[config.mk]
export PLATFORM = sky130hd
export DESIGN_NAME = ffba_list_ctrl
export DESIGN_NICKNAME = d
export VERILOG_FILES = /design/src/design/ffba_pkg.sv /design/src/design/ffba_list_ctrl.sv
export SDC_FILE = /design/constraint.sdc
export NUM_CORES = 1
export LEC_CHECK = 0
export BUFFER_PORTS_ARGS = -buffer_cell sky130_fd_sc_hd__buf_4
export CAP_MARGIN = 25
export CORE_UTILIZATION = 30
export CTS_CLUSTER_SIZE = 24
export DETAILED_ROUTE_END_ITERATION = 10
export MAX_ROUTING_LAYER = met4
export PLACE_DENSITY = 0.51
export SLEW_MARGIN = 0
export SYNTH_ARGS = -nofsm -noshare
export SYNTH_HDL_FRONTEND = slang
export SYNTH_SLANG_ARGS = --single-unit
[constraint.sdc]
create_clock -name clk_i -period 6.5 [get_ports clk_i]
set_clock_uncertainty 0.2 [all_clocks]
set_input_delay 1.3 -clock clk_i [delete_from_list [all_inputs] [get_ports clk_i]]
set_output_delay 1.3 -clock clk_i [all_outputs]
set_load 0.02 [all_outputs]
[src/design/ffba_pkg.sv]
// Shared types and constants for the FIFO free-list block allocator.
`timescale 1ns / 1ps

package ffba_pkg;

  localparam int unsigned NumBlocks = 1024;
  localparam int unsigned IdxW      = $clog2(NumBlocks);

  typedef logic [IdxW-1:0] idx_t;

  localparam idx_t LastBlk = idx_t'(NumBlocks - 1);

  // Request codes.
  localparam logic ReqAlloc = 1'b0;
  localparam logic ReqFree  = 1'b1;

  // Status codes.
  localparam logic StatusDone    = 1'b0;
  localparam logic StatusRefused = 1'b1;

  // One link entry: a valid flag and the index of the next free block.
  typedef struct packed {
    logic ok;
    idx_t idx;
  } link_t;

  // Write request into the link store.
  typedef struct packed {
    logic  en;
    idx_t  addr;
    link_t data;
  } link_wr_t;

  // Result of one request, before the output register.
  typedef struct packed {
    idx_t granted;
    logic status;
  } result_t;

endpackage

[src/design/ffba_list_ctrl.sv]
// Free-list control: head and tail pointers, the reset sweep and the per-request decision.
`timescale 1ns / 1ps

module ffba_list_ctrl (
  input  logic               clk_i,
  input  logic               rst_ni,
  input  logic               accept_i,
  input  logic               req_type_i,
  input  ffba_pkg::idx_t     freed_block_i,
  input  ffba_pkg::link_t    head_link_i,
  output ffba_pkg::link_wr_t wr_o,
  output ffba_pkg::idx_t     raddr_o,
  output logic               ready_o,
  output ffba_pkg::result_t  res_o
);
  import ffba_pkg::*;

  idx_t head_q, head_d;
  idx_t tail_q, tail_d;
  idx_t init_cnt_q;
  logic init_busy_q;
  logic head_ok;
  logic blk_in_pool;

  // The tail's stored link is not kept null, so it is never trusted: a head equal to the tail is refused.
  assign head_ok     = head_link_i.ok && (head_q != tail_q);
  assign blk_in_pool = 32'(freed_block_i) < NumBlocks;

  always_comb begin
    head_d        = head_q;
    tail_d        = tail_q;
    wr_o.en       = 1'b0;
    wr_o.addr     = head_q;
    wr_o.data.ok  = 1'b0;
    wr_o.data.idx = '0;
    res_o.granted = '0;
    res_o.status  = StatusDone;

    if (init_busy_q) begin
      wr_o.en       = 1'b1;
      wr_o.addr     = init_cnt_q;
      wr_o.data.ok  = (init_cnt_q != LastBlk);
      wr_o.data.idx = init_cnt_q + idx_t'(1);
    end else if (accept_i) begin
      case (req_type_i)
        ReqAlloc: begin
          if (head_ok) begin
            res_o.granted = head_q;
            head_d        = head_link_i.idx;
            wr_o.en       = 1'b1;
            wr_o.addr     = head_q;
          end else begin
            res_o.status = StatusRefused;
          end
        end
        ReqFree: begin
          // Freeing the current tail leaves the list as it is.
          if (blk_in_pool && (freed_block_i != tail_q)) begin
            wr_o.en       = 1'b1;
            wr_o.addr     = tail_q;
            wr_o.data.ok  = 1'b1;
            wr_o.data.idx = freed_block_i;
            tail_d        = freed_block_i;
          end
        end
        default: begin
          res_o.status = StatusDone;
        end
      endcase
    end
  end

  // The store always reads the link of the block that will be head next cycle.
  assign raddr_o = head_d;
  assign ready_o = !init_busy_q;

  always_ff @(posedge clk_i or negedge rst_ni) begin
    if (!rst_ni) begin
      head_q      <= '0;
      tail_q      <= LastBlk;
      init_cnt_q  <= '0;
      init_busy_q <= 1'b1;
    end else begin
      head_q <= head_d;
      tail_q <= tail_d;
      if (init_busy_q) begin
        init_cnt_q <= init_cnt_q + idx_t'(1);
        if (init_cnt_q == LastBlk) begin
          init_busy_q <= 1'b0;
        end
      end
    end
  end

endmodule

==> impl_metrics.json <==
{
  "outcome": "finished, violations left",
  "violations": "design-rule violations",
  "num_rows": 29,
  "cts_sinks": 31,
  "synth-simple-area-share": 0.148,
  "synthAdderAreaFrac": 0.00615,
  "io_buffers": 68,
  "clkLatencyLatePin_ns": 0.28,
  "layout_min_cycle_time_ns": 4.86,
  "synth_top_family_by_area": "XOR/XNOR gates",
  "dieHeight_um": 84.4,
  "cts_tree": "yes",
  "numCtsBuffers": 5,
  "ir_worst_vdd_mv": 0.0931,
  "path_max_fanout": 21,
  "max_slew.worst_pin.slew_ns": 0.829,
  "final_cell_mix": "buf_4, xor2_1, dfrtp_1, xnor2_1",
  "synthFlopType": "dfrtp_1",
  "ys_warn_count": 0,
  "critPathKind": "primary input to output pin",
  "drive_gt1_frac": 0.431,
  "clockRootBuffer": "clkbuf_8",
  "synth_async_sr_flop_share": 1.00,
  "antenna_left": 0,
  "fin_nets": 280,
  "yosysSeqAreaShare": 0.388,
  "yosys.area_share.xor_xnor": 0.159,
  "arrival_ns": 3.36,
  "syn_area_per_cell_sq_um": 10.6,
  "post-route-drc-count": 4,
  "die_area_sq_um": 7110,
  "gp_congestion": 0.802,
  "setup_viol": 0,
  "end_kind": "output pin",
  "grt_pass1_vias": 1551,
  "total_power_mw": 0.616,
  "vias": 1568,
  "rsz0062_at_grt": "false",
  "nFillCells": 651,
  "initialDrtViolationCount": 51,
  "h-tree-depth": 2,
  "grt_usage": 0.153,
  "placed_area_sq_um": 2580,
  "fin_tns_setup_ns": 0,
  "synth-compound-area-share": 0.120,
  "syn2layout_area_growth_pct": 31.6,
  "timing.final.crit_share": 0.747,
  "hold_path.class": "flop to flop",
  "fin_area_sq_um": 2680,
  "clkSlewWorstSetupHoldPaths_ns": 0.07,
  "die_w_um": 84.4,
  "place_inst": 324,
  "viasPerCell": 4.72,
  "drt-pass1-iter-count": 9,
  "layout_commonest_cell": "buf_4",
  "register_area_sq_um": 790,
  "fmax_mhz": 206,
  "grt_overflow": 0,
  "ys_types": 33,
  "yosys_register_bits": 31,
  "slew_headroom": 0.447,
  "synth_edf_count": 0,
  "grt_antenna_before_repair": 0,
  "cp.required_ns": 5.00,
  "startpoint_type": "primary input",
  "power_density_nw_per_um2": 230,
  "grt_pass1_wl_um": 8240,
  "diodes": 0,
  "multi_input_area_sq_um": 1170,
  "drv_slew": 0,
  "syn_nets": 218,
  "cts_hold_buffers": 0,
  "cts_setup_buffers": 0,
  "post-route-util": 0.415,
  "start_util": 0.315,
  "synth.cell_area_sq_um": 2030,
  "hold_viol": 0,
  "wl_per_cell_um": 15.2,
  "ios": 69,
  "clockBufferDepth": 2,
  "stdcell_count": 332,
  "coreArea_sq_um": 6460,
  "drt_wl_total_um": 5060,
  "dpl.hpwl_um": 3810,
  "maxCapViolations": 0,
  "syn_inst": 192,
  "synthMuxAreaShare": 0.140,
  "postCtsResizedCells": 0,
  "power.leakage_nw": 1.28,
  "grt_max_degree": 32
}
-- power by group --
group	switching (mW)	internal (mW)
sequential	0.0295	0.222
clock	0.0710	0.0966
combinational	0.0939	0.103
-- worst max-delay path, stage by stage --
cell     delay [ns]
buf_4          0.12
xor2_1         0.15
nor4_1         0.43
a31oi_1        0.14
buf_4          0.21
and2_1         0.44
or2_2          0.40
buf_4          0.16
-- cell type report --
| class | instances | share of cell area |
|---|---|---|
| Clock buffer | 8 | 0.0374 |
| Sequential cell | 31 | 0.295 |
| Multi-Input combinational cell | 145 | 0.436 |
| Tap cell | 77 | 0.0360 |
| Inverter | 2 | 0.00280 |
| Timing Repair Buffer | 69 | 0.193 |
-- synthesized netlist by cell type (4+ instances only) --
cell / n / area (sq um)
xnor2_1: 15 / 131
a22o_1: 9 / 78.8
a2bb2oi_1: 9 / 78.8
nand2_1: 5 / 18.8
mux2_4: 10 / 150
nor2_1: 10 / 37.5
mux2_2: 10 / 113
and2_1: 11 / 68.8
nand2b_1: 9 / 56.3
nand4_1: 5 / 31.3
a21oi_1: 10 / 50.1
dfrtp_1: 20 / 500
xor2_1: 22 / 193
nand3_1: 4 / 20.0
dfstp_2: 11 / 289
clkbuf_1: 10 / 37.5
-- metal layers --
| metal | vias up | part of all wire | wire [um] | global-route usage |
|---|---|---|---|---|
| met5 | - | 0 | 0 | - |
| met4 | 0 | 0.011 | 56 | 0.0508 |
| met3 | 7 | 0.050 | 254 | 0.0275 |
| met2 | 42 | 0.44 | 2230 | 0.219 |
| met1 | 716 | 0.50 | 2520 | 0.218 |
| li1 | 803 | - | - | - |
-- path summary, 6_finish.rpt --
kind,slack [ns],depth (start not counted),to,startpoint
worst min register to register,0.35,1,init_cnt_q[8]$_DFFE_PN0P_,init_cnt_q[8]$_DFFE_PN0P_
worst max-delay path,1.64,8,wr_o[10],freed_block_i[3]
worst min-delay path,0.35,1,init_cnt_q[8]$_DFFE_PN0P_,init_cnt_q[8]$_DFFE_PN0P_
worst max register to register,3.79,6,tail_q[1]$_DFFE_PN1P_,tail_q[8]$_DFFE_PN1P_
max in group asynchronous,5.02,1,tail_q[1]$_DFFE_PN1P_,rst_ni
min in group asynchronous,0.75,1,init_cnt_q[7]$_DFFE_PN0P_,rst_ni
-- metrics by stage --
stage                     hold WS [ns]  setup slack, ns
after floorplan                  0.299             2.46
after global placement           0.337             1.54
after detailed placement         0.342             1.56
after CTS                        0.353             1.55
after global routing             0.404             1.46
final                            0.354             1.64
-- flip-flops by register name, summed over array words and instances, names as in the netlist --
register	count
head_q	10
init_cnt_q	10
tail_q	10
init_busy_q	1
-- cells by family (layout without fill, tap and decap cells) --
| family | after synthesis | after routing |
|---|---|---|
| and+or+nand+nor | 53 | 53 |
| xor gates and xnor gates | 37 | 37 |
| AOI/OAI and AO/OA | 32 | 32 |
| DFF | 31 | 31 |
| muxes | 22 | 22 |
| buffers and inverters | 16 | 79 |
| adders and majority gates | 1 | 1 |
(Power assumes the default switching activity.)
